<file path="config.mk">
export PLATFORM = sky130hd
export DESIGN_NAME = vsl_isqrt
export DESIGN_NICKNAME = d
export VERILOG_FILES = /design/src/vsl_pkg.sv /design/src/vsl_isqrt.sv
export SDC_FILE = /design/constraint.sdc
export NUM_CORES = 1
export LEC_CHECK = 0
export BUFFER_PORTS_ARGS = -buffer_cell sky130_fd_sc_hd__buf_2
export CORE_MARGIN = 2
export CORE_UTILIZATION = 25
export CTS_CLUSTER_SIZE = 40
export DETAILED_ROUTE_END_ITERATION = 16
export SYNTH_ARGS = -nofsm -noshare
export SYNTH_HDL_FRONTEND = slang
export SYNTH_SLANG_ARGS = --single-unit
export TNS_END_PERCENT = 1
</file>
<file path="constraint.sdc">
create_clock -name clk -period 21.6 [get_ports clk]
set_clock_uncertainty 0.1 [all_clocks]
set_input_delay 3.24 -clock clk [delete_from_list [all_inputs] [get_ports clk]]
set_output_delay 3.24 -clock clk [all_outputs]
set_load 0.02 [all_outputs]
</file>
<file path="src/vsl_pkg.sv">
`timescale 1ns / 1ps

package vsl_pkg;

    localparam int unsigned US_PER_S = 1000000;
    localparam int unsigned RAD20_Q24 = 5856338;
    localparam int unsigned TAU_RESET = 100000;

    typedef enum logic [1:0]
    {
        REG_MAX_HORIZ = 2'd0,
        REG_MAX_VERT  = 2'd1,
        REG_MAX_TURN  = 2'd2,
        REG_TAU       = 2'd3
    } reg_idx_t;

    typedef enum logic
    {
        CMD_ACTIVATE = 1'b0,
        CMD_UPDATE   = 1'b1
    } cmd_t;

    typedef enum logic [3:0]
    {
        S_IDLE,
        S_MUL_X,
        S_MUL_Y,
        S_MUL_L,
        S_CMP,
        S_SQRT,
        S_SC_MUL,
        S_SC_DIV,
        S_CLAMP,
        S_ACC_MUL,
        S_ACC_DIV,
        S_STP_MUL,
        S_STP_DIV,
        S_EMIT
    } state_t;

    typedef struct packed
    {
        logic               cmd;
        logic signed [31:0] vel_x;
        logic signed [31:0] vel_y;
        logic signed [31:0] vel_z;
        logic signed [31:0] turn_rate;
        logic [19:0]        step_time_us;
    } in_t;

    typedef struct packed
    {
        logic signed [31:0] lim_vel_x;
        logic signed [31:0] lim_vel_y;
        logic signed [31:0] lim_vel_z;
        logic signed [31:0] lim_turn_rate;
        logic signed [31:0] accel_x;
        logic signed [31:0] accel_y;
        logic signed [31:0] accel_z;
    } out_t;

    function automatic logic [31:0] abs32(input logic signed [31:0] v);
        logic [32:0] w;
        begin
            w = {v[31], v};
            abs32 = v[31] ? 32'(-w) : w[31:0];
        end
    endfunction

    function automatic logic [32:0] abs33(input logic signed [32:0] v);
        begin
            abs33 = v[32] ? 33'(-v) : 33'(v);
        end
    endfunction

    function automatic logic signed [31:0] clamp_sym(input logic signed [31:0] v,
                                                     input logic [30:0] lim);
        logic signed [32:0] l;
        logic signed [32:0] vx;
        begin
            l  = $signed({2'b00, lim});
            vx = {v[31], v};
            if (vx > l)
                clamp_sym = 32'(l);
            else if (vx < -l)
                clamp_sym = 32'(-l);
            else
                clamp_sym = v;
        end
    endfunction

    function automatic logic signed [31:0] sat34(input logic signed [33:0] v);
        begin
            if (v > 34'sd2147483647)
                sat34 = 32'sh7FFF_FFFF;
            else if (v < -34'sd2147483648)
                sat34 = 32'sh8000_0000;
            else
                sat34 = v[31:0];
        end
    endfunction

endpackage

</file>
<file path="src/vsl_isqrt.sv">
`timescale 1ns / 1ps

// floor square root, one result bit per cycle
module vsl_isqrt
(
    input  logic        clk,
    input  logic        rst_n,
    input  logic        start,
    input  logic [63:0] radicand,
    output logic        done,
    output logic [31:0] root
);
    import vsl_pkg::*;

    logic [63:0] n_reg;
    logic [63:0] root_reg;
    logic [63:0] bit_reg;
    logic [4:0]  cnt_reg;
    logic        busy_reg;
    logic        done_reg;
    logic [63:0] trial;
    logic        fits;

    assign trial = root_reg + bit_reg;
    assign fits  = n_reg >= trial;

    always_ff @(posedge clk or negedge rst_n)
    begin
        if (!rst_n)
        begin
            busy_reg <= 1'b0;
            done_reg <= 1'b0;
            cnt_reg  <= '0;
        end
        else
        begin
            done_reg <= 1'b0;
            if (start)
            begin
                busy_reg <= 1'b1;
                cnt_reg  <= '1;
            end
            else if (busy_reg)
            begin
                cnt_reg <= cnt_reg - 5'd1;
                if (cnt_reg == 5'd0)
                begin
                    busy_reg <= 1'b0;
                    done_reg <= 1'b1;
                end
            end
        end
    end

    always_ff @(posedge clk)
    begin
        if (start)
        begin
            n_reg    <= radicand;
            root_reg <= '0;
            bit_reg  <= 64'h4000_0000_0000_0000;
        end
        else if (busy_reg)
        begin
            if (fits)
            begin
                n_reg    <= n_reg - trial;
                root_reg <= (root_reg >> 1) + bit_reg;
            end
            else
            begin
                root_reg <= root_reg >> 1;
            end
            bit_reg <= bit_reg >> 2;
        end
    end

    assign done = done_reg;
    assign root = root_reg[31:0];

endmodule

</file>
**Word level (Yosys, flattened, before mapping)**

Cells that the tools add are included.

- Bits of input ports: 67
- Output and inout port bits: 33
- Word-level logic and storage cells: 27
- Register bits: 167

- Magnitude comparators: 1
- Reduce and logical (&&, ||, !) cells: 4
- $add $sub $neg: 4
- Mux-type cells: 12

Operators by type and width:

| operator | number |
|---|---|
| $mux W64 | 4 |
| $add A63 B63 Y64 | 1 |
| $add A64 B63 Y64 | 1 |
| $ge A64 B64 Y1 | 1 |
| $sub A64 B64 Y64 | 1 |
| $mux W5 | 2 |
| $mux W1 | 6 |
| $logic_not A5 Y1 | 1 |
| $sub A5 B1 Y5 const B | 1 |
| $reduce_bool A2 Y1 | 2 |
| $reduce_and A2 Y1 | 1 |

**Logic depth before layout (Yosys ltp)**

- Depth in word-level cells: 5
- Mapped depth: 24
- Depth with buffers taken out: 21

**Least setup slack after synthesis**

OpenSTA, ideal clock, no wires.

- Path kind: reg-to-reg
- From: reg root_reg[2]
- To: reg n_reg[0] (enable)
- Stages on the path, launching flop included: 22
- Buffers on the path: 3
- Path slack: 11.986 ns
- Arrival time: 8.940 ns
- Data required time: 20.926 ns
- Period minus slack after synthesis: 9.614 ns
- Setup time: 0.574 ns
- Path through: dfxtp_1 -> ha_1 -> a31oi_1 -> a211oi_1 -> a211oi_2 -> o21ai_1 -> a221oi_2 -> o211ai_1 -> a31oi_1 -> o21ai_1 -> xnor2_1 -> ha_1 -> clkbuf_1 -> nand4_1 -> nor2_4 -> nand4_1 -> nor4_2 -> o21a_4 -> nor2_4 -> buf_6 -> buf_6 -> o21ai_0

- Word-level cells in the longest chain between the ends: 4

Ends and longest elaborated chain:

| item | RTL line | text |
|---|---|---|
| from (decl) | vsl_isqrt.sv:16 | `logic [63:0] root_reg;` |
| from (signal assigned) | vsl_isqrt.sv:68 | `root_reg <= (root_reg >> 1) + bit_reg;` |
| from (signal assigned) | vsl_isqrt.sv:72 | `root_reg <= root_reg >> 1;` |
| $add A64 B63 Y64 | vsl_isqrt.sv:24 | `assign trial = root_reg + bit_reg;` |
| $ge A64 B64 Y1 | vsl_isqrt.sv:25 | `assign fits = n_reg >= trial;` |
| $reduce_bool A2 Y1 (no source line) | n/a |  |
| $reduce_and A2 Y1 (no source line) | n/a |  |
| to (signal assigned) | vsl_isqrt.sv:59 | `n_reg <= radicand;` |
| to (signal assigned) | vsl_isqrt.sv:67 | `n_reg <= n_reg - trial;` |
| to (decl) | vsl_isqrt.sv:15 | `logic [63:0] n_reg;` |

No other way between the ends.
A chain may end at the register's enable or synchronous reset.

**Worst setup path after layout**

- From: reg root_reg[30]
- To: reg n_reg[59] (enable)

The elaborated chain is that of the path after synthesis.

==> run summary <==
The HPWL after detailed placement is 40120 um. After detailed routing, the wire length on met1 is 23490 um. Static timing analysis puts the maximum clock frequency at 137.7 MHz. Counting flops with a built-in enable in the synthesized netlist gives 64. The clock reaches the later pin of the worst-skew pair after 0.47 ns. After detailed routing, the number of remaining DRC violations is 0. The logs give 0.001135 W for the internal power of the cells and 52420 um for the routed wire length.

After clock tree synthesis, the repair step resized 0 gates. The run gives 0 as the total congestion overflow. The commonest cells after synthesis are nand2_1 (242), nor2_1 (175), o21ai_0 (171), a21oi_1 (153), ha_1 (132). The run gives 0 as the max-cap violation count. STA classifies the critical path startpoint as a flop. On the critical path the largest part of the delay comes from compound AO/OA/AOI/OAI gates. After the last flow step, the layout net total stands at 2263.

The setup slack of the most critical reg-to-reg path is 14.34 ns, and the endpoint required time on the critical path is 21.61 ns. The dominant cell by count in the synthesized netlist was nand2_1. Data on the critical path arrives at its endpoint at 7.28 ns. In this run the cell area of the synthesized design comes to 0.01617 mm^2. The worst setup path is of the reg -> reg kind. During I/O placement, the number of pins put on the boundary was 100. The number of buffers inserted to repair setup after CTS was 0; the clock edge transition at the registers on the reported setup and hold paths was 0.07 ns. The number of hold violations in the final report came out at 0.

The tree is rooted in a clkbuf_16. Across every metal layer, demand over resource in global routing totals 15.56%. The congestion estimate from routability-driven global placement came to 0.9060. dfxtp_1 takes more of the synthesized area than any other cell.

Summing all flip-flop and latch instances after layout gives 0.004023 mm^2. The tools report the final core utilization as 27.60%. The worst hold path begins at cnt_reg[4]$_DFFE_PN0P_.

The multi-input gate area in the final layout came out at 0.01122 mm^2. The area of the core came out at 0.06423 mm^2. The highest layer touched by signal routing is met4. The number of hold buffers added after CTS was 0.

The run gives 2931 as the post-layout instance count excluding filler cells. 0 antenna diodes ended up in the layout. Power spread over the standard cell area amounts to 125.3 mW/mm^2. The final clock period utilization by the worst path came out at 33.62%.

From synthesis to final layout, the design area changed by 9.617%. The worst pin sits at a relative slew slack of 27.59%. After synthesis, the share of flip-flops with an asynchronous set or reset is 4.192%. Setup violations remaining at the end of the flow were counted as 0. The detail route stage leaves a number of antenna-violating nets equal to 0. The die covers 0.06674 mm^2. The run gives 24240 um as the length of routed met2 wiring. The min-delay analysis places its worst path in the category reg -> reg.

The number of buffer and inverter instances along the worst setup path was 2; the maximum single-stage delay on the critical path was 0.88 ns. The cell count of the worst hold path was 2; the overall die height was 258.3 um. The final-report max-slew violation count came out at 0. The clock passes through at most 2 buffers.

The clock sink total came out at 167. The critical-path maximum fanout came out at 48. The tools report the critical register-to-register path startpoint as root_reg[30]$_SDFFE_PP0P_. Sequential elements use 24.85% of the synthesized area. Including well taps, the total number of placed cells is 2899.

The site row count is 93. The end point of the worst hold path is cnt_reg[4]$_DFFE_PN0P_. Power comes to 0.002222 W.

The worst path needs 7.262 ns of the cycle, external delays included. The number of iterations in the first detailed-routing pass was 6. The run finished with clean final reports. Endpoint of the most critical register-to-register path: n_reg[59]$_DFFE_PP_. The area share of the largest cell type after synthesis is 11.88%, and the die span in x is 258.3 um.

The layout has 7112 filler cells. The initial antenna violation count is 0. The run gives 15.0% as the clock group share of total power.

The number of nets handed over by synthesis was 2275. The run gives 81 as the largest net degree at the start of global routing. For the worst flop-to-flop path, the logic depth is 21. The worst-case IR drop observed on VDD is 73.49 uV.

The slew of the pin with the lowest slew margin works out to 1.084 ns. Ranked by total cell area, the synthesized netlist is headed by dfxtp_1 (12%), edfxtp_1 (12%), ha_1 (10%). The total of flip-flops plus latches after synthesis is 167.

For the maximum level of the CTS H-tree, the log shows 4. The run gives 1165 as the violation count after the first detailed-routing iteration. The final sum of negative setup slack was 0 ns.

The first global-routing pass estimated 82960 um of wire. The count of yosys warnings during synthesis is 0. The share of total power dissipated in sequential elements is 24.0%.

In the synthesized netlist the dominant register cell turns out to be dfxtp_1. Cell type of the slowest stage on the worst timing path: nor2_4. Once the floorplan was initialized, standard cells occupied 25.18% of the core. Combinational cells account for 61.0% of the total power. The via count of the first global-routing pass was 14805; the post-synthesis instance total was 2075. The tools report the number of different library cells in the post-synthesis netlist as 97.

For the wire length on met3, the log shows 3678 um. Summing over every cut layer, the via total after detailed routing is 15523. Cells with a size suffix above 1 make up 9.971% of the layout.

The average vias per placed instance is 5.296, and the switching fraction of total power is 48.90%. The total leakage power came out at 6.851 nW. The critical path goes through ha_1 > and2_4 > a2111oi_4 > o41ai_1 > a41o_1 > a221oi_2 > o211ai_1 > a31oi_1 > o21bai_1 > xnor2_1 > ha_1 > a21o_1 > a21o_1 > a21oi_1 > o21ai_0 > a311oi_2 > o21ai_2 > buf_4 > nor2_4 > o21ai_4 > buf_4.

The average instance area after synthesis came out at 7.794 um^2. Setup repair after global routing left no endpoint under its margin. Buffers inserted during clock tree synthesis total 17.

Dividing the detail-routed wire length by the instance count gives 17.88 um. TritonCTS built the clock tree. The count of input and output buffers works out to 99. The endpoint kind of the worst setup timing path is a flop. The net switching power is 0.001086 W.
layout make-up:
class,count,share of cell area (%)
multi-input combinational,1707,63.31
sequential,167,22.69
tap,855,6.035
timing repair buffer,109,3.254
clock buffer,20,2.640
inverter,61,1.292
clock inverter,12,0.7764
worst register-to-register path, cell delays in order (launching register included):
cell       delay [ns]
dfxtp_1          0.58
ha_1             0.34
and2_4           0.19
a2111oi_4        0.38
o41ai_1          0.17
a41o_1           0.29
a221oi_2         0.51
o211ai_1         0.22
a31oi_1          0.32
o21bai_1         0.12
xnor2_1          0.14
ha_1             0.39
a21o_1           0.19
a21o_1           0.16
a21oi_1          0.16
o21ai_0          0.19
a311oi_2         0.36
o21ai_2          0.09
buf_4            0.25
nor2_4           0.91
o21ai_4          0.35
buf_4            0.44
through the flow:
step | setup slack (ns) | cell area, um^2 | hold slack, ns
finish | 14.34 | 17730 | 0.4230
global placement | 14.47 | 17120 | 0.3947
detailed placement | 14.39 | 17120 | 0.4037
CTS | 14.36 | 17730 | 0.4219
floorplan | 11.99 | 16170 | 0.3766
global route | 13.74 | 17730 | 0.4428
logic make-up (layout without fill, tap and decap cells):
group	after synthesis	in the layout	share of synthesized area, %
AO/OA/AOI/OAI	681	681	27.72
adder cells (fa/ha/maj)	133	133	10.34
multiplexers	46	46	2.901
buffers and inverters	201	202	5.818
XOR/XNOR	147	147	7.961
flip-flops	167	167	24.85
AND/OR/NAND/NOR	700	700	20.41
metal layers:
metal	GRT usage, %	vias to the layer above
met2	25.75	480
met3	3.717	68
met4	4.239	0
met1	20.18	7339
li1	-	7636
met5	0	-
worst max-delay path by stage:
stage	cells past startpoint	slack (ns)	to	startpoint
2_1_floorplan	21	11.99	n_reg[0]$_DFFE_PP_	root_reg[2]$_SDFFE_PP0P_
3_3_place_gp	21	14.47	n_reg[62]$_DFFE_PP_	root_reg[2]$_SDFFE_PP0P_
3_5_place_dp	19	14.39	n_reg[51]$_DFFE_PP_	root_reg[2]$_SDFFE_PP0P_
4_1_cts	19	14.36	n_reg[59]$_DFFE_PP_	root_reg[2]$_SDFFE_PP0P_
5_1_grt	19	13.74	n_reg[59]$_DFFE_PP_	root_reg[2]$_SDFFE_PP0P_
6_report	21	14.34	n_reg[59]$_DFFE_PP_	root_reg[30]$_SDFFE_PP0P_
placed cells by master (no fill, tap or decap), types with 52 or more instances in the layout:
cell type / Yosys / final
a31oi_1: 57 / 57
xnor2_1: 84 / 84
inv_1: 59 / 59
a21oi_1: 153 / 153
o21ai_0: 171 / 170
buf_2: 25 / 98
nand2_1: 242 / 242
nor2_1: 175 / 175
edfxtp_1: 64 / 64
xor2_1: 63 / 63
ha_1: 132 / 132
dfxtp_1: 96 / 96
nand3_1: 52 / 52
power groups by stage:
stage	logic (W)	registers (W)	clock network, W
floorplan	0.00105	0.000507	0
CTS	0.00135	0.000533	0.000337
finish	0.00136	0.000533	0.000333
detailed placement	0.00134	0.000538	0
global placement	0.00134	0.000538	0
global route	0.00151	0.000542	0.000351
Note: power is estimated with default switching activity, not from simulation.
