===== src/vsl_pkg.sv =====
`timescale 1ns / 1ps

package vsl_pkg;

    localparam int unsigned US_PER_S = 1000000;
    localparam int unsigned RAD20_Q24 = 5856338;
    localparam int unsigned TAU_RESET = 100000;

    typedef enum logic [1:0]
    {
        REG_MAX_HORIZ = 2'd0,
        REG_MAX_VERT  = 2'd1,
        REG_MAX_TURN  = 2'd2,
        REG_TAU       = 2'd3
    } reg_idx_t;

    typedef enum logic
    {
        CMD_ACTIVATE = 1'b0,
        CMD_UPDATE   = 1'b1
    } cmd_t;

    typedef enum logic [3:0]
    {
        S_IDLE,
        S_MUL_X,
        S_MUL_Y,
        S_MUL_L,
        S_CMP,
        S_SQRT,
        S_SC_MUL,
        S_SC_DIV,
        S_CLAMP,
        S_ACC_MUL,
        S_ACC_DIV,
        S_STP_MUL,
        S_STP_DIV,
        S_EMIT
    } state_t;

    typedef struct packed
    {
        logic               cmd;
        logic signed [31:0] vel_x;
        logic signed [31:0] vel_y;
        logic signed [31:0] vel_z;
        logic signed [31:0] turn_rate;
        logic [19:0]        step_time_us;
    } in_t;

    typedef struct packed
    {
        logic signed [31:0] lim_vel_x;
        logic signed [31:0] lim_vel_y;
        logic signed [31:0] lim_vel_z;
        logic signed [31:0] lim_turn_rate;
        logic signed [31:0] accel_x;
        logic signed [31:0] accel_y;
        logic signed [31:0] accel_z;
    } out_t;

    function automatic logic [31:0] abs32(input logic signed [31:0] v);
        logic [32:0] w;
        begin
            w = {v[31], v};
            abs32 = v[31] ? 32'(-w) : w[31:0];
        end
    endfunction

    function automatic logic [32:0] abs33(input logic signed [32:0] v);
        begin
            abs33 = v[32] ? 33'(-v) : 33'(v);
        end
    endfunction

    function automatic logic signed [31:0] clamp_sym(input logic signed [31:0] v,
                                                     input logic [30:0] lim);
        logic signed [32:0] l;
        logic signed [32:0] vx;
        begin
            l  = $signed({2'b00, lim});
            vx = {v[31], v};
            if (vx > l)
                clamp_sym = 32'(l);
            else if (vx < -l)
                clamp_sym = 32'(-l);
            else
                clamp_sym = v;
        end
    endfunction

    function automatic logic signed [31:0] sat34(input logic signed [33:0] v);
        begin
            if (v > 34'sd2147483647)
                sat34 = 32'sh7FFF_FFFF;
            else if (v < -34'sd2147483648)
                sat34 = 32'sh8000_0000;
            else
                sat34 = v[31:0];
        end
    endfunction

endpackage


===== src/vsl_divu.sv =====
`timescale 1ns / 1ps

// restoring divider, one quotient bit per cycle
module vsl_divu
(
    input  logic        clk,
    input  logic        rst_n,
    input  logic        start,
    input  logic [63:0] dividend,
    input  logic [31:0] divisor,
    output logic        done,
    output logic [63:0] quotient
);
    import vsl_pkg::*;

    logic [63:0] q_reg;
    logic [31:0] rem_reg;
    logic [31:0] dvs_reg;
    logic [5:0]  cnt_reg;
    logic        busy_reg;
    logic        done_reg;
    logic [32:0] trial;
    logic        fits;

    assign trial = {rem_reg, q_reg[63]};
    assign fits  = trial >= {1'b0, dvs_reg};

    always_ff @(posedge clk or negedge rst_n)
    begin
        if (!rst_n)
        begin
            busy_reg <= 1'b0;
            done_reg <= 1'b0;
            cnt_reg  <= '0;
        end
        else
        begin
            done_reg <= 1'b0;
            if (start)
            begin
                busy_reg <= 1'b1;
                cnt_reg  <= '1;
            end
            else if (busy_reg)
            begin
                cnt_reg <= cnt_reg - 6'd1;
                if (cnt_reg == 6'd0)
                begin
                    busy_reg <= 1'b0;
                    done_reg <= 1'b1;
                end
            end
        end
    end

    always_ff @(posedge clk)
    begin
        if (start)
        begin
            q_reg   <= dividend;
            rem_reg <= '0;
            dvs_reg <= divisor;
        end
        else if (busy_reg)
        begin
            rem_reg <= fits ? 32'(trial - {1'b0, dvs_reg}) : trial[31:0];
            q_reg   <= {q_reg[62:0], fits};
        end
    end

    assign done     = done_reg;
    assign quotient = q_reg;

endmodule


===== config.mk =====
export PLATFORM = sky130hd
export DESIGN_NAME = vsl_divu
export DESIGN_NICKNAME = d
export VERILOG_FILES = /design/src/vsl_pkg.sv /design/src/vsl_divu.sv
export SDC_FILE = /design/constraint.sdc
export NUM_CORES = 1
export LEC_CHECK = 0
export ABC_AREA = 1
export BUFFER_PORTS_ARGS = -buffer_cell sky130_fd_sc_hd__buf_2
export CORE_MARGIN = 2
export CORE_UTILIZATION = 45
export DETAILED_ROUTE_END_ITERATION = 12
export GPL_ROUTABILITY_DRIVEN = 0
export GPL_TIMING_DRIVEN = 0
export PLACE_DENSITY = 0.76
export RECOVER_POWER = 50
export SETUP_SLACK_MARGIN = 0.15
export SLEW_MARGIN = 20
export SYNTH_ARGS = -nofsm -noshare
export SYNTH_HDL_FRONTEND = slang
export SYNTH_SLANG_ARGS = --single-unit

===== constraint.sdc =====
create_clock -name clk -period 3.5 [get_ports clk]
set_input_delay 0.175 -clock clk [delete_from_list [all_inputs] [get_ports clk]]
set_output_delay 0.175 -clock clk [all_outputs]
set_load 0.05 [all_outputs]

* After elaboration in Yosys (flattened, before gate mapping)
Cells that the tools add are included.
** Storage, ports and cells
- Register bits after elaboration :: 136
- Input bits :: 99
- Logic and storage cells :: 22
** Operators by class
- Add/subtract/negate cells :: 2
- $lt $le $gt $ge :: 1
- Muxes and demuxes :: 11
- Reduce and logical (&&, ||, !) cells :: 2
** Operator list (count)
- $mux W64 :: 2
- $ge A33 B32 Y1 :: 1
- $mux W32 :: 1
- $sub A32 B32 Y32 :: 1
- $mux W6 :: 2
- $logic_not A6 Y1 :: 1
- $mux W1 :: 6
- $sub A6 B1 Y6 const B :: 1
- $reduce_bool A2 Y1 :: 1

* Depth between registers and ports, before layout
Gate-level depths: netlist of run 1.
- Depth in word-level cells :: 4
- Gate-level depth with buffers :: 17
- Gate-level depth less buffers :: 16

* Worst setup path before layout of run 1
No wires, ideal clock.
- Path kind :: input to register
- Start :: input start
- End :: register q_reg[0], in the netlist quotient[0] (enable)
- Arrival time :: 2.526 ns
- Required time :: 3.046 ns
- Slack :: 0.520 ns
- Cell stages on the path :: 4
- Path buffers :: 2
- Cells stage by stage :: clkbuf_1 > nor2_1 > inv_1 > clkbuf_1
** Between the ends
- Word-level cells in the longest chain between the ends :: 1
** RTL lines
- start, declared :: RTL line vsl_divu.sv:8 : input logic start,
- $reduce_bool A2 Y1 (no source line)
- end signal, assigned :: RTL line vsl_divu.sv:60 : q_reg <= dividend;
- end signal, assigned :: RTL line vsl_divu.sv:67 : q_reg <= {q_reg[62:0], fits};
- end, declared :: RTL line vsl_divu.sv:16 : logic [63:0] q_reg;
Every way passes these cells.
A chain may end at the register's enable or synchronous reset.

* Worst setup path after layout of run 1
- Start :: register dvs_reg[24]
- End :: register rem_reg[24]
** Between the ends
- Word-level cells in the longest chain between the ends :: 2
** RTL lines
- start, declared :: RTL line vsl_divu.sv:18 : logic [31:0] dvs_reg;
- start signal, assigned :: RTL line vsl_divu.sv:62 : dvs_reg <= divisor;
- $sub A32 B32 Y32 or $ge A33 B32 Y1 (tied branches) :: RTL line vsl_divu.sv:66, vsl_divu.sv:26
- $mux W32 (*) :: RTL line vsl_divu.sv:66 : rem_reg <= fits ? 32'(trial - {1'b0, dvs_reg}) : trial[31:0];
- end signal, assigned :: RTL line vsl_divu.sv:66
- end, declared :: RTL line vsl_divu.sv:17 : logic [31:0] rem_reg;
Every way passes the cells marked *; elsewhere a longest branch is shown, timed or not.

==> metrics.md, run 1 <==
| Metric | Value |
|---|---|
| Status | `finished, final reports clean` |
| Clock slew at reported path FFs | `0.07 ns` |
| Final setup vio count | `0` |
| Initial core utilization | `45.54%` |
| Layout cells sized above 1 | `12.01%` |
| Max Fclk | `426.6 MHz` |
| First-pass GRT wire length | `35.19 mm` |
| Layout fillers | `1,685` |
| Max cap viols | `0` |
| Die area | `19,140 sq um` |
| Area taken by multi-input logic gates | `3596 sq um` |
| Layout net count | `1,453` |
| Hold Path End | `quotient[21]` |
| Cell variety after synth | `36` |
| Row count | `49` |
| DR DRC count | `0` |
| Ys async rst share | `5.882%` |
| Post-Synthesis Cells | `1,103` |
| Largest register FFs | `64` |
| Hold Violations, Final | `0` |
| Reg2Reg Depth | `15` |
| PortBufs | `163` |
| Global route overflow | `0` |
| Final Critical Period | `2.344 ns` |
| Post-synth EDFFs | `96` |
| Worst slew pin tran | `0.8010 ns` |
| Sequential area share after synthesis | `45.83%` |
| Vias | `7,455` |
| Prevailing post-synth register cell | `edfxtp_1` |
| Post-DP Area | `9258 sq um` |
| Final instance area | `10,100 sq um` |
| HP Class | `primary input to flip-flop` |
| CP Launch Type | `flip-flop` |
| Inserted Clock Buffers | `17` |
| RSZ-0062 raised after global routing | `no` |
| Critical path peak fanout | `10` |
| CTS sink cnt | `136` |
| Setup Skew | `0.01825 ns` |
| CTS Root Cell | `clkbuf_16` |
| Peak VDD IR | `0.3843 mV` |
| Hold_sp | `dividend[21]` |
| M1 WL | `9.212 mm` |
| Syn_area_per_cell | `7.365 sq um` |
| Drt first pass iters | `5` |
| Hold path depth | `3` |
| WL/cell | `13.39 um` |
| Crit. End Element | `flip-flop` |
| Post-Syn Area | `8124 sq um` |
| Post-route ant nets | `0` |
| Die H | `138.4 um` |
| Hold-fix buffers, CTS | `33` |
| Post-CTS Setup Bufs | `0` |
| Yosys warnings | `0` |
| Pleak | `5.260 nW` |
| TritonCTS clock tree | `done` |
| Most frequent cells in the layout | `nand2_1 (489), inv_1 (172), buf_2 (103)` |
| Resized cells post-CTS | `0` |
| Die width | `138.4 um` |
| Final hold slack | `0.006391 ns` |
| Slew HR | `46.60%` |
| Critical Path AT | `2.67 ns` |
| Area growth, synth to finish | `24.38%` |
| Most common cell after layout, fill and taps aside | `nand2_1` |
| Iteration-0 DRC count of the detailed router | `460` |
| Initial antenna violation count | `0` |
| R2R setup slack | `1.16 ns` |
| Fin cells | `1,561` |
| Ant. Diodes | `0` |
| Met3 wire length | `1.377 mm` |
| H-tree Lvls | `4` |
| Crit share post-route | `66.97%` |
| Boundary pin count | `164` |
| Pwr dens | `670.2 nW/um^2` |
| Worst reg2reg path endpoint | `rem_reg[24]` |
| DR vias/cell | `4.776` |
| Sequential cell area | `3724 sq um` |
| Clock buffer depth | `2` |
| Yosys reg bits | `136` |
| Total GRT Usage | `22.73%` |
| Max Slew Vio Count | `0` |
| Top layer in use | `met4` |
| Dpl cells | `1,496` |
| Post-DP HPWL | `15.58 mm` |
| Pin count of the biggest net entering global routing | `48` |
| RR Startpoint | `dvs_reg[24]` |
| Syn Nets | `1,237` |
| Pwr Total | `6.772 mW` |
| Kind of critical path | `flip-flop to flip-flop` |
| Vias in the first global route | `7,486` |
| Later-pin clock latency in the skew report | `0.43 ns` |
| Met2 routed WL | `9.848 mm` |
| CORE AREA | `17,840 sq um` |
| CP Data Required Time | `3.83 ns` |
| Wirelength, routed | `20.90 mm` |
[through the flow]
step	setup slack (ns)	util, %	setup TNS [ns]
detailed placement	0.8139	51.89	0
CTS	1.150	57.11	0
global placement	-1.467	51.71	-105.36
global route	0.9242	56.64	0
floorplan	0.5199	-	0
finish	1.156	56.64	0
[cells in the mapped netlist, types with 3 or more instances]
master,instances,area share (%)
nor2_2,6,0.46
buf_2,7,0.43
o21ai_1,16,0.99
nor3_1,7,0.43
buf_6,3,0.42
nand2_2,7,0.54
o21ai_0,7,0.43
nor2_1,46,2.1
inv_1,172,7.9
dfxtp_1,32,7.9
ha_1,34,5.2
nand3_1,72,4.4
a21oi_1,24,1.5
xnor2_1,13,1.4
dfrtp_1,8,2.5
o21bai_1,3,0.28
nand2_1,489,23
edfxtp_1,96,35
clkbuf_1,19,0.88
nand3b_1,22,2.0
[report_power, final]
part / switching (mW) / internal [mW] / total [mW]
clock: 0.738 / 1.13 / 1.87
sequential: 0.142 / 1.98 / 2.12
combinational: 1.83 / 0.949 / 2.78
[kinds of logic after synthesis]
group | count (synthesis) | synth area share (%)
xor gates and xnor gates | 14 | 1.509
adders and majority gates | 35 | 5.483
and+or+nand+nor | 658 | 33.53
AOI/OAI and AO/OA | 55 | 3.743
buffers and inverters | 205 | 9.903
DFF | 136 | 45.83
[how the worst max path moves through the flow]
stage / from / to / slack [ns] / depth (start not counted)
3_3_place_gp: start / quotient[24] / -1.47 / 5
2_1_floorplan: start / quotient[0] / 0.52 / 4
5_1_grt: dvs_reg[24] / rem_reg[10] / 0.92 / 15
4_1_cts: dvs_reg[24] / rem_reg[24] / 1.15 / 15
6_report: dvs_reg[24] / rem_reg[24] / 1.16 / 15
3_5_place_dp: start / quotient[24] / 0.81 / 6
[worst max-delay path, stage by stage, from the launching register on]
cell      delay (ns)
edfxtp_1        0.36
inv_1           0.07
ha_1            0.29
nand2_1         0.17
inv_1           0.05
nand2_1         0.06
nand2_1         0.07
inv_1           0.06
nand2_1         0.08
nand2_1         0.07
nand2_1         0.07
a21oi_4         0.25
buf_2           0.32
nand3b_1        0.16
nand3_1         0.11
nand2_1         0.05
[layout make-up]
class                      count  share of cell area (%)
sequential                   136                   36.85
multi-input combinational    762                   35.59
timing repair buffer         197                   10.79
inverter                     174                   6.464
clock buffer                  19                   4.284
tap                          229                   2.836
clock inverter                13                   1.659
buffer                        31                   1.535
[per-layer routing]
metal  track usage (%)  vias up
met5                 0        -
met4             8.647        0
met3             5.542       37
met2             38.04      242
met1             28.57     3300
li1                  -     3876
No activity file was read; power rests on OpenSTA's default activity.
==> run 2: changes to the inputs <==
ABC_AREA = 0   (was 1)
PLACE_DENSITY = 0.8   (was 0.76)
clock period = 2.1 ns   (was 3.5 ns; I/O delays follow)
==> run 2 against run 1 <==
Net effect:
- the run now ends with negative hold slack, negative setup slack left
- clock skew down 0.0018 ns
- total power up 14%
- area after synthesis down 9.6%
- sequential share of layout area down 4.1 points
- first-iteration DRC count up 11%
- wire length up 15%
- critical path type unchanged
- largest cell class is now multi-input combinational cells
- largest power group is now sequential cells
==> metrics.md, run 2 <==
| Metric | Value |
|---|---|
| Status | `finished with violations` |
| Failing checks | `negative hold slack, negative setup slack` |
| Family with the most delay on the worst path | `compound AO/OA/AOI/OAI gates` |
| Die width | `131.8 um` |
| Final Util | `71.41%` |
| Layout net count | `1,120` |
| RSZ-0062 raised after global routing | `yes` |
| CP max stage delay | `0.43 ns` |
| Wirelength, routed | `24.04 mm` |
| Die H | `131.8 um` |
| Pwr dens | `677.4 nW/um^2` |
| Post-route ant nets | `0` |
| Final hold slack | `-0.008070 ns` |
| Critical path buffers and inverters | `3` |
| Dpl cells | `1,041` |
| DR vias/cell | `5.650` |
| Peak VDD IR | `0.7116 mV` |
| R2R setup slack | `-0.63 ns` |
| Sequential area share after synthesis | `50.70%` |
| Post-DP HPWL | `13.38 mm` |
| Post-Synthesis Cells | `660` |
| Hold path depth | `2` |
| Clock buffer depth | `2` |
| Fin cells | `1,216` |
| PortBufs | `163` |
| Drt first pass iters | `5` |
| Most frequent cells in the layout | `buf_2 (97), edfxtp_1 (96), dlygate4sd3_1 (93)` |
| Vias | `6,871` |
| Largest register FFs | `64` |
| Max Slew Vio Count | `0` |
| Syn_area_per_cell | `11.13 sq um` |
| Worst slew pin tran | `0.9219 ns` |
| Critical path peak fanout | `6` |
| WL/cell | `19.77 um` |
| CORE AREA | `15,940 sq um` |
| Max cap viols | `0` |
| Ys async rst share | `5.882%` |
| CTS sink cnt | `136` |
| CTS Root Cell | `clkbuf_16` |
| Post-Syn Area | `7345 sq um` |
| Pwr Total | `7.711 mW` |
| Count leader, synth | `edfxtp_1` |
| Area growth, synth to finish | `55.01%` |
| Row count | `46` |
| Global route overflow | `0` |
| Initial antenna violation count | `0` |
| Post-synth EDFFs | `96` |
| Hold Violations, Final | `1` |
| Prevailing post-synth register cell | `edfxtp_1` |
| Crit path cell chain | `ha_4 > a21o_1 > a311oi_4 > a31oi_4 > o21ai_4 > buf_6 > buf_12 > buf_12 > nand2_1 > o41a_1 > a211oi_2` |
| Hold Path End | `quotient[61]` |
| Later-pin clock latency in the skew report | `0.44 ns` |
| Syn Nets | `794` |
| Yosys top cell by area | `edfxtp_1` |
| Crit-path slowest cell | `dfxtp_1` |
| Critical Path AT | `3.08 ns` |
| Worst reg2reg path endpoint | `rem_reg[7]` |
| CP Data Required Time | `2.45 ns` |
| Yosys reg bits | `136` |
| Pleak | `4.710 nW` |
| Share of the synthesized area in the top cell type | `39.25%` |
| Crit share post-route | `129.9%` |
| Inserted Clock Buffers | `17` |
| Reg2Reg Depth | `11` |
| Synth top cells by count | `edfxtp_1 (96), mux2_2 (64), nor2_1 (52)` |
| TritonCTS clock tree | `done` |
| Layout cells sized above 1 | `39.14%` |
| Hold_sp | `dividend[61]` |
| DR DRC count | `0` |
| Initial core utilization | `46.07%` |
| Clock slew at reported path FFs | `0.07 ns` |
| Slew HR | `38.54%` |
| Pin count of the biggest net entering global routing | `34` |
| Worst setup margin | `-0.6288 ns` |
| Crit. End Element | `flip-flop` |
| Vias in the first global route | `6,938` |
| H-tree Lvls | `4` |
| Most common cell after layout, fill and taps aside | `buf_2` |
| Kind of critical path | `flip-flop to flip-flop` |
| Yosys warnings | `0` |
| HP Class | `primary input to flip-flop` |
| Iteration-0 DRC count of the detailed router | `510` |
| Die area | `17,360 sq um` |
| RR Startpoint | `rem_reg[19]` |
| Total GRT Usage | `25.05%` |
| Final Critical Period | `2.729 ns` |
| CP dominant cell by count | `buf_12` |
| Max Fclk | `366.5 MHz` |
| First-pass GRT wire length | `34.71 mm` |
| Synth area leaders | `edfxtp_1 (39%), mux2_2 (9.8%), dfxtp_1 (8.7%)` |
| CP Launch Type | `flip-flop` |
| Cell variety after synth | `65` |
| Boundary pin count | `164` |
| Final setup vio count | `33` |
| Setup Skew | `0.01647 ns` |
run 2: cell count changes after synthesis, moves of 20 or more:
cell and delta:
mux2_2 +64, nand3b_1 -21, inv_1 -127, nand2_1 -452
nand3_1 -62, a211oi_1 +20
run 2: cells by family (layout without fill, tap and decap cells):
logic type	after synthesis	after routing	share of synthesized area [%]
AO/OA/AOI/OAI	156	156	14.63
XOR/XNOR	23	23	2.743
adder cells (fa/ha/maj)	35	35	6.065
buffers and inverters	75	414	4.191
flip-flops	136	136	50.70
multiplexers	74	74	11.18
other	0	1	0
AND/OR/NAND/NOR	161	161	10.49
run 2: worst max path at each step:
stage	start	end	slack, ns	cells past startpoint
detailed placement	start	quotient[42]	-0.79	7
floorplan	quotient[63]	rem_reg[18]	-0.62	11
CTS	dvs_reg[0]	rem_reg[16]	-0.49	11
global placement	start	quotient[44]	-1.26	5
finish	rem_reg[19]	rem_reg[7]	-0.63	11
global route	dvs_reg[16]	rem_reg[7]	-0.74	13
run 2: power breakdown:
group          switching (mW)  internal (mW)  leakage [nW]
clock                    1.30           1.66         0.276
combinational           0.972          0.577          3.10
sequential              0.113           3.09          1.33
run 2: final cells by class:
| class | instances | area (sq um) |
|---|---|---|
| diodes | 1 | 2.502 |
| plain buffers | 29 | 246.5 |
| clock buffers | 17 | 425.4 |
| clock inverters | 15 | 142.6 |
| fillers | 1061 | 4558 |
| inverters | 46 | 176.4 |
| multi-input cells | 449 | 4177 |
| flip-flops and latches | 136 | 3725 |
| well taps | 216 | 270.3 |
| repair buffers | 307 | 2220 |
run 2: worst reg2reg max path: cells and delay by family (launching register included):
kind / cells / cell delay, ns
AND/OR/NAND/NOR: 1 / 0.08
flip-flops: 1 / 0.43
buffers and inverters: 3 / 0.40
adder cells (fa/ha/maj): 1 / 0.27
AO/OA/AOI/OAI: 6 / 1.47
run 2: metrics by stage:
stage	area (sq um)	hold WS [ns]	TNS [ns]	setup WS, ns
finish	11380	-0.008070	-16.88	-0.6288
global route	11380	0.0002635	-23.61	-0.7428
CTS	10680	0.001875	-13.18	-0.4898
detailed placement	8620	-0.04129	-80.77	-0.7931
global placement	8572	-0.04602	-116.58	-1.264
floorplan	7486	-0.1906	-11.98	-0.6202
run 2: per-layer routing:
layer  vias up  routed length, um  GRT usage (%)  share of wire [%]
met3        84               1723          6.767                7.2
met2       362              12380          43.48                 51
met1      3322               8990          29.27                 37
li1       3103                  -              -                  -
met4         0                947          10.69                3.9
met5         -                  0              0                  0
run 2: repair_timing:
item | CTS | global route
setup buffers | 22 | 23
gates cloned | 2 | 2
setup endpoints to repair | 143 | 34
resized for setup | 73 | 108
hold buffers | 93 | 0
hold endpoints to repair | 100 | 0
pin swaps | 22 | 46
